## src/rtl/core/vsft_pkg.sv

```systemverilog
package vsft_pkg;

    localparam int TIME_W        = 63;
    localparam int ID_W          = 64;
    localparam int EVT_INTV_W    = 32;
    localparam int OUT_INTV_W    = 32;
    localparam int INTERVAL_BITS_DEF = 32;

    localparam int S_DATA_W      = 352;
    localparam int M_DATA_W      = 224;

    localparam logic [63:0]     FRAME_INTERVAL_NS = 64'd16000000;
    localparam logic [ID_W-1:0] ID_INVALID        = {ID_W{1'b1}};
    localparam logic [TIME_W-1:0] DEADLINE_RESET  = {TIME_W{1'b1}};

    typedef struct packed {
        logic busy;
        logic done;
    } rem_status_t;

endpackage

```

## src/rtl/core/vsft_rem.sv

```systemverilog
module vsft_rem #(
    parameter int DIVIDEND_W = vsft_pkg::TIME_W,
    parameter int DIVISOR_W  = vsft_pkg::INTERVAL_BITS_DEF
) (
    input  logic                  clk,
    input  logic                  rst_n,
    input  logic                  start,
    input  logic [DIVIDEND_W-1:0] dividend,
    input  logic [DIVISOR_W-1:0]  divisor,
    output logic [DIVISOR_W-1:0]  rem,
    output vsft_pkg::rem_status_t status
);

    localparam int CNT_W = (DIVIDEND_W > 1) ? $clog2(DIVIDEND_W) : 1;
    localparam logic [CNT_W-1:0] CNT_LAST = CNT_W'(DIVIDEND_W - 1);

    logic                  busy_reg, busy_next;
    logic                  done_reg, done_next;
    logic [CNT_W-1:0]      cnt_reg, cnt_next;
    logic [DIVIDEND_W-1:0] dvd_reg, dvd_next;
    logic [DIVISOR_W-1:0]  rem_reg, rem_next;

    logic [DIVISOR_W:0]    trial;
    logic [DIVISOR_W+1:0]  diff;

    // one quotient bit per cycle, restoring
    assign trial = {rem_reg, dvd_reg[DIVIDEND_W-1]};
    assign diff  = {1'b0, trial} - {2'b00, divisor};

    always_comb
    begin
        busy_next = busy_reg;
        done_next = 1'b0;
        cnt_next  = cnt_reg;
        dvd_next  = dvd_reg;
        rem_next  = rem_reg;
        if (start)
        begin
            busy_next = 1'b1;
            cnt_next  = CNT_LAST;
            dvd_next  = dividend;
            rem_next  = '0;
        end
        else if (busy_reg)
        begin
            dvd_next = {dvd_reg[DIVIDEND_W-2:0], 1'b0};
            if (!diff[DIVISOR_W+1])
                rem_next = diff[DIVISOR_W-1:0];
            else
                rem_next = trial[DIVISOR_W-1:0];
            cnt_next = cnt_reg - CNT_W'(1);
            if (cnt_reg == '0)
            begin
                busy_next = 1'b0;
                done_next = 1'b1;
            end
        end
    end

    always_ff @(posedge clk or negedge rst_n)
    begin
        if (!rst_n)
        begin
            busy_reg <= 1'b0;
            done_reg <= 1'b0;
            cnt_reg  <= '0;
        end
        else
        begin
            busy_reg <= busy_next;
            done_reg <= done_next;
            cnt_reg  <= cnt_next;
        end
    end

    always_ff @(posedge clk)
    begin
        dvd_reg <= dvd_next;
        rem_reg <= rem_next;
    end

    assign rem         = rem_reg;
    assign status.busy = busy_reg;
    assign status.done = done_reg;

endmodule

```

## src/rtl/core/vsync_frame_time_tracker.sv

```systemverilog
// channel     dir  tvalid/tready/tdata/tuser               contents
// s_axis      in   s_axis_tvalid s_axis_tready 352b 1b     vsync event or frame time query
// m_axis      out  m_axis_tvalid m_axis_tready 224b 1b     tracked values, one per input word
//
// a vsync event goes through EVT and OUT to the output register; a query goes from QRY
// to OUT if now precedes the frame time, else via JCMP, and via DIV and FIX when the frame
// time snaps: the remainder unit resolves one bit of the 63-bit jitter per cycle
// s_axis_tready is high only while the sequencer is idle
// a stalled output holds the sequencer before it loads the next result
// reset is asynchronous, active low, and restores the reset tracking values
module vsync_frame_time_tracker #(
    parameter int INTERVAL_BITS = vsft_pkg::INTERVAL_BITS_DEF
) (
    input  logic                          clk,
    input  logic                          rst_n,
    input  logic                          s_axis_tvalid,
    output logic                          s_axis_tready,
    // vsync_time, intended_time, event_id, event_deadline, event_interval, now_time
    input  logic [vsft_pkg::S_DATA_W-1:0] s_axis_tdata,
    // kind
    input  logic                          s_axis_tuser,
    output logic                          m_axis_tvalid,
    input  logic                          m_axis_tready,
    // frame_time, current_id, current_deadline, current_interval
    output logic [vsft_pkg::M_DATA_W-1:0] m_axis_tdata,
    // accepted
    output logic                          m_axis_tuser
);

    localparam int TW = vsft_pkg::TIME_W;
    localparam int IW = vsft_pkg::ID_W;

    localparam logic [2:0] ST_IDLE = 3'd0;
    localparam logic [2:0] ST_EVT  = 3'd1;
    localparam logic [2:0] ST_QRY  = 3'd2;
    localparam logic [2:0] ST_JCMP = 3'd3;
    localparam logic [2:0] ST_DIV  = 3'd4;
    localparam logic [2:0] ST_FIX  = 3'd5;
    localparam logic [2:0] ST_OUT  = 3'd6;

    localparam logic [INTERVAL_BITS-1:0] INTV_RESET =
        vsft_pkg::FRAME_INTERVAL_NS[INTERVAL_BITS-1:0];

    logic [2:0] state_reg, state_next;

    logic [TW-1:0]             intended_reg, intended_next;
    logic [TW-1:0]             frame_time_reg, frame_time_next;
    logic signed [IW-1:0]      id_reg, id_next;
    logic [TW-1:0]             deadline_reg, deadline_next;
    logic [INTERVAL_BITS-1:0]  interval_reg, interval_next;
    logic                      accepted_reg, accepted_next;

    logic [TW-1:0]             in_vsync_reg;
    logic [TW-1:0]             in_intended_reg;
    logic signed [IW-1:0]      in_id_reg;
    logic [TW-1:0]             in_deadline_reg;
    logic [vsft_pkg::EVT_INTV_W-1:0] in_interval_reg;
    logic [TW-1:0]             in_now_reg;
    logic                      in_kind_reg;

    logic [TW-1:0]             jitter_reg, jitter_next;

    logic                      m_valid_reg, m_valid_next;
    logic [vsft_pkg::M_DATA_W-1:0] m_data_reg;
    logic                      m_user_reg;

    logic                      s_accept;
    logic                      out_load;
    logic [TW:0]               jitter_diff;
    logic [63:0]               intv64;
    logic [63:0]               evt_intv64;
    logic [INTERVAL_BITS-1:0]  evt_intv;
    logic [63:0]               rem64;
    logic                      rem_start;
    logic [INTERVAL_BITS-1:0]  rem_val;
    vsft_pkg::rem_status_t     rem_status;

    assign s_axis_tready = (state_reg == ST_IDLE);
    assign s_accept      = s_axis_tvalid && s_axis_tready;
    assign out_load      = (state_reg == ST_OUT) && (!m_valid_reg || m_axis_tready);

    assign jitter_diff = {1'b0, in_now_reg} - {1'b0, frame_time_reg};
    assign intv64      = 64'(interval_reg);
    assign evt_intv64  = 64'(in_interval_reg);
    assign evt_intv    = evt_intv64[INTERVAL_BITS-1:0];
    assign rem64       = 64'(rem_val);
    assign rem_start   = (state_reg == ST_JCMP) && ({1'b0, jitter_reg} >= intv64);

    vsft_rem #(
        .DIVIDEND_W (TW),
        .DIVISOR_W  (INTERVAL_BITS)
    ) u_rem (
        .clk      (clk),
        .rst_n    (rst_n),
        .start    (rem_start),
        .dividend (jitter_reg),
        .divisor  (interval_reg),
        .rem      (rem_val),
        .status   (rem_status)
    );

    always_comb
    begin
        state_next      = state_reg;
        intended_next   = intended_reg;
        frame_time_next = frame_time_reg;
        id_next         = id_reg;
        deadline_next   = deadline_reg;
        interval_next   = interval_reg;
        accepted_next   = accepted_reg;
        jitter_next     = jitter_reg;
        m_valid_next    = m_valid_reg;

        if (m_valid_reg && m_axis_tready)
            m_valid_next = 1'b0;

        case (state_reg)
            ST_IDLE:
            begin
                if (s_accept)
                    state_next = s_axis_tuser ? ST_QRY : ST_EVT;
            end
            ST_EVT:
            begin
                if (in_intended_reg > intended_reg)
                begin
                    intended_next = in_intended_reg;
                    id_next       = (in_id_reg > id_reg) ? in_id_reg : vsft_pkg::ID_INVALID;
                    deadline_next = in_deadline_reg;
                    if (evt_intv != '0)
                        interval_next = evt_intv;
                end
                accepted_next = 1'b0;
                if (in_vsync_reg > frame_time_reg)
                begin
                    frame_time_next = in_vsync_reg;
                    accepted_next   = 1'b1;
                end
                state_next = ST_OUT;
            end
            ST_QRY:
            begin
                accepted_next = 1'b0;
                jitter_next   = jitter_diff[TW-1:0];
                // now before frame time: nothing to snap
                state_next    = jitter_diff[TW] ? ST_OUT : ST_JCMP;
            end
            ST_JCMP:
            begin
                state_next = rem_start ? ST_DIV : ST_OUT;
            end
            ST_DIV:
            begin
                if (rem_status.done)
                    state_next = ST_FIX;
            end
            ST_FIX:
            begin
                frame_time_next = in_now_reg - rem64[TW-1:0];
                state_next      = ST_OUT;
            end
            ST_OUT:
            begin
                if (out_load)
                begin
                    m_valid_next = 1'b1;
                    state_next   = ST_IDLE;
                end
            end
            default:
            begin
                state_next = ST_IDLE;
            end
        endcase
    end

    always_ff @(posedge clk or negedge rst_n)
    begin
        if (!rst_n)
        begin
            state_reg      <= ST_IDLE;
            intended_reg   <= '0;
            frame_time_reg <= '0;
            id_reg         <= vsft_pkg::ID_INVALID;
            deadline_reg   <= vsft_pkg::DEADLINE_RESET;
            interval_reg   <= INTV_RESET;
            accepted_reg   <= 1'b0;
            m_valid_reg    <= 1'b0;
        end
        else
        begin
            state_reg      <= state_next;
            intended_reg   <= intended_next;
            frame_time_reg <= frame_time_next;
            id_reg         <= id_next;
            deadline_reg   <= deadline_next;
            interval_reg   <= interval_next;
            accepted_reg   <= accepted_next;
            m_valid_reg    <= m_valid_next;
        end
    end

    always_ff @(posedge clk)
    begin
        jitter_reg <= jitter_next;
        if (s_accept)
        begin
            in_vsync_reg    <= s_axis_tdata[62:0];
            in_intended_reg <= s_axis_tdata[125:63];
            in_id_reg       <= s_axis_tdata[189:126];
            in_deadline_reg <= s_axis_tdata[252:190];
            in_interval_reg <= s_axis_tdata[284:253];
            in_now_reg      <= s_axis_tdata[347:285];
            in_kind_reg     <= s_axis_tuser;
        end
        if (out_load)
        begin
            m_data_reg <= {2'b00, intv64[vsft_pkg::OUT_INTV_W-1:0], deadline_reg,
                           id_reg, frame_time_reg};
            m_user_reg <= accepted_reg && !in_kind_reg;
        end
    end

    assign m_axis_tvalid = m_valid_reg;
    assign m_axis_tdata  = m_data_reg;
    assign m_axis_tuser  = m_user_reg;

`ifndef SYNTH
    a_interval_nonzero: assert property (@(posedge clk) disable iff (!rst_n)
        interval_reg != '0)
        else $error("tracked interval is zero");

    a_frame_monotonic: assert property (@(posedge clk) disable iff (!rst_n)
        1'b1 |=> frame_time_reg >= $past(frame_time_reg))
        else $error("frame time moved backward");

    a_rem_busy_in_div: assert property (@(posedge clk) disable iff (!rst_n)
        rem_status.busy |-> state_reg == ST_DIV)
        else $error("remainder unit running outside divide state");

    a_rem_below_interval: assert property (@(posedge clk) disable iff (!rst_n)
        rem_status.done |-> rem_val < interval_reg)
        else $error("remainder not below interval");

    a_load_needs_free_out: assert property (@(posedge clk) disable iff (!rst_n)
        (state_reg == ST_OUT) && m_valid_reg && !m_axis_tready |=> state_reg == ST_OUT)
        else $error("result dropped while output stalled");
`endif

endmodule

```

## config.mk

```make
export PLATFORM = sky130hd
export DESIGN_NAME = vsync_frame_time_tracker
export DESIGN_NICKNAME = d
export VERILOG_FILES = /design/src/rtl/core/vsft_pkg.sv /design/src/rtl/core/vsft_rem.sv /design/src/rtl/core/vsync_frame_time_tracker.sv
export SDC_FILE = /design/constraint.sdc
export NUM_CORES = 2
export LEC_CHECK = 0
export ABC_CLOCK_PERIOD_IN_PS = 24600
export BUFFER_PORTS_ARGS = -buffer_cell sky130_fd_sc_hd__buf_4
export CORE_ASPECT_RATIO = 2
export CORE_MARGIN = 2
export CORE_UTILIZATION = 63
export CTS_CLUSTER_SIZE = 24
export DETAILED_ROUTE_END_ITERATION = 6
export PLACE_DENSITY = 0.86
export SETUP_SLACK_MARGIN = 0.05
export SLEW_MARGIN = 10
export SYNTH_ARGS = -nofsm -noshare
export SYNTH_HDL_FRONTEND = slang
export SYNTH_HIERARCHICAL = 1
export SYNTH_SLANG_ARGS = --single-unit
```

## constraint.sdc

```tcl
create_clock -name clk -period 24.6 [get_ports clk]
set_clock_uncertainty 0.2 [all_clocks]
set_input_delay 3.69 -clock clk [delete_from_list [all_inputs] [get_ports clk]]
set_output_delay 3.69 -clock clk [all_outputs]
set_load 0.02 [all_outputs]
```

==> results by group <==
Timing
  • Slew Limit Fails: 0
  • TNS Setup: 0 ns
  • Hold slack: 0.245 ns
  • Final worst path period need: 6.10 ns
  • Worst-margin pin slew: 1.17 ns
  • Final hold viol count: 0
  • Final cycle utilization of the critical path: 24.8%
  • Setup-failing EPs final: 0
  • Unrepaired setup endpoints after global routing: no
  • Slew HR: 21.1%
  • Max Clk Rate: 164 MHz

Clock network
  • Root buffer cell: clkbuf_16
  • # clock sinks: 1028
  • TritonCTS buffer count: 87
  • CTS max path bufs: 3
  • Post-CTS sizing: 0
  • Total setup buffers inserted after CTS: 0
  • Worst-path clk slew: 0.07 ns
  • H-Tree Level Count: 3
  • Cts hold-fix bufs: 0
  • Clock Latency Late Sink: 0.72 ns
  • CTS tree: done

Route
  • Drt pass-1 iters: 7
  • Metal3 WL: 11500 microns
  • Routed metal-1 wirelength: 47800 microns
  • Total wire length: 149000 microns
  • Max Used Layer: met5
  • Antenna-violating nets left: 0
  • Vias per Instance: 6.24
  • Via count: 35.4k
  • Mean routed wirelength per cell: 26.4 microns
  • Drt drc: 7
  • Routed wl met2: 77000 microns
  • 1st-iter DRT viols: 3148

Placed design
  • DP HPWL: 108000 microns
  • Port Buffer Count: 577
  • GPL Wtd Cong: 1.01

Power and ir drop
  • Leak: 24.4 nW
  • Worst vdd ir: 0.0912 mV
  • PwrDens: 143 nW/um^2

Worst setup path
  • Slowest cell on the critical path: buf_4
  • CP Launch Point: s_axis_tvalid
  • Reg-to-reg startpoint: interval_reg[1]$_DFFE_PN0P_
  • Worst Setup End Kind: flop
  • WP data required: 24.73 ns
  • CP most frequent cell: buf_4
  • Worst setup path end: in_id_reg[37]$_DFFE_PP_
  • Number of cells on the critical path: 4
  • WP buf/inv: 3
  • Critical Path Fanout Max: 65
  • Worst R2R End: u_rem/dvd_reg[34]$_DFFE_PP_
  • CP delay by family, top: buffers and inverters
  • CP cell instances: buf_4, and2_4, buf_4, buf_4
  • Critical path arrival: 6.24 ns
  • Slowest cell delay on critical path: 0.82 ns
  • Startpoint Class: input port
  • Reg2reg setup slack: 18.87 ns
  • Reg2Reg Depth: 17
  • Setup CP Type: input port to flop

Floorplan
  • Core Area: 76800 sq um
  • IO Pins: 584
  • Die height: 397 microns
  • Starting Density: 63.3%
  • Die Area: 79500 sq um
  • Die W: 200 microns
  • # rows: 144

Final layout
  • Nets: 5254
  • Share of cells above drive strength 1: 23.2%
  • Largest register FFs: 222
  • Area grow syn2layout: 17.9%
  • # fillers: 4789
  • Register area: 29200 sq um
  • Area occupied by multi-input gates: 17600 sq um

Outcome
  • Run status: complete, but fails checks
  • Violated checks: design-rule violations

GRT
  • Congestion Overflow GR: 0
  • Largest net degree at the start of global routing: 171
  • Initial antenna violation count: 29
  • Vias in the first global route: 36.5k
  • Total track usage: 37.3%
  • First-pass GRT wire length: 220000 microns

Yosys
  • Mapped Area: 48600 sq um
  • Ys Warns: 6
  • Synth Instances: 3966
  • Avg Cell Area, Syn: 12.3 sq um

Worst hold path
  • Hold WC Path Type: flop to flop

Job
  • MaxCap Viol Count: 0
==> where the power goes <==
| part | leakage [nW] | switching, mW | internal, mW |
|---|---|---|---|
| logic | 12.7 | 2.18 | 1.36 |
| registers | 10.2 | 0.393 | 2.71 |
| clock network | 1.53 | 0.679 | 0.856 |
| total | 24.4 | 3.25 | 4.93 |
==> per-stage QoR <==
stage | util (%) | instance area [sq um] | power, mW | setup slack, ns | std cells
2_1_floorplan | - | 48600 | 5.44 | 10.46 | 3967
3_3_place_gp | 70.4 | 54000 | 6.39 | 17.84 | 5476
3_5_place_dp | 70.4 | 54000 | 6.52 | 17.80 | 5476
4_1_cts | 74.6 | 57200 | 8.12 | 18.58 | 5639
5_1_grt | 74.7 | 57300 | 8.60 | 18.40 | 5662
6_report | 74.7 | 57300 | 8.18 | 18.50 | 5665
==> cell usage in the layout (no fill, tap or decap), types with 14 or more instances in the layout <==
cell / count
a211oi_1: 15
a21o_1: 166
a21oi_1: 213
a2bb2oi_1: 64
a311oi_2: 15
a31oi_1: 24
and2_1: 15
and3_1: 22
buf_4: 609
bufinv_16: 14
clkbuf_16: 91
dfrtp_1: 163
dfstp_2: 134
dfxtp_1: 32
diode_2: 26
edfxtp_1: 698
ha_1: 351
inv_1: 349
mux2_2: 113
mux2i_1: 19
nand2_1: 446
nand2b_1: 22
nand3_1: 46
nand4_1: 75
nor2_1: 139
nor2b_1: 34
nor3_1: 39
nor4_1: 37
o21a_1: 24
o21ai_0: 198
o21ai_1: 14
o21bai_1: 17
o221ai_1: 15
o22ai_1: 18
xnor2_1: 87
xor2_1: 54
==> worst min-delay path, stage by stage, from the launching register on <==
cell,delay [ns]
edfxtp_1,0.32
nand2_1,0.04
nand2_1,0.05
==> worst min-delay path by stage <==
stage / from / to / slack (ns) / cells past startpoint
final: in_deadline_reg[4]$_DFFE_PP_ / deadline_reg[4]$_DFFE_PN1P_ / 0.24 / 2
after global routing: in_deadline_reg[8]$_DFFE_PP_ / deadline_reg[8]$_DFFE_PN1P_ / 0.26 / 2
after CTS: in_deadline_reg[4]$_DFFE_PP_ / deadline_reg[4]$_DFFE_PN1P_ / 0.24 / 2
after detailed placement: in_deadline_reg[4]$_DFFE_PP_ / deadline_reg[4]$_DFFE_PN1P_ / 0.22 / 2
after global placement: in_deadline_reg[33]$_DFFE_PP_ / deadline_reg[33]$_DFFE_PN1P_ / 0.22 / 2
after floorplan: in_deadline_reg[0]$_DFFE_PP_ / deadline_reg[0]$_DFFE_PN1P_ / 0.22 / 2
==> layer usage <==
metal | vias up | track usage, %
li1 | 15600 | -
met1 | 17200 | 38.7
met2 | 1938 | 66.4
met3 | 575 | 7.37
met4 | 10 | 28.3
met5 | - | 0
==> area by class of cell <==
cell class,count,area share (%)
flip-flops and latches,1028,51.0
diodes,26,0.114
inverters,351,2.30
multi-input cells,2464,30.7
clock inverters,55,1.43
well taps,1022,2.23
clock buffers,108,4.17
repair buffers,611,8.04
No activity file was read; power rests on OpenSTA's default activity.
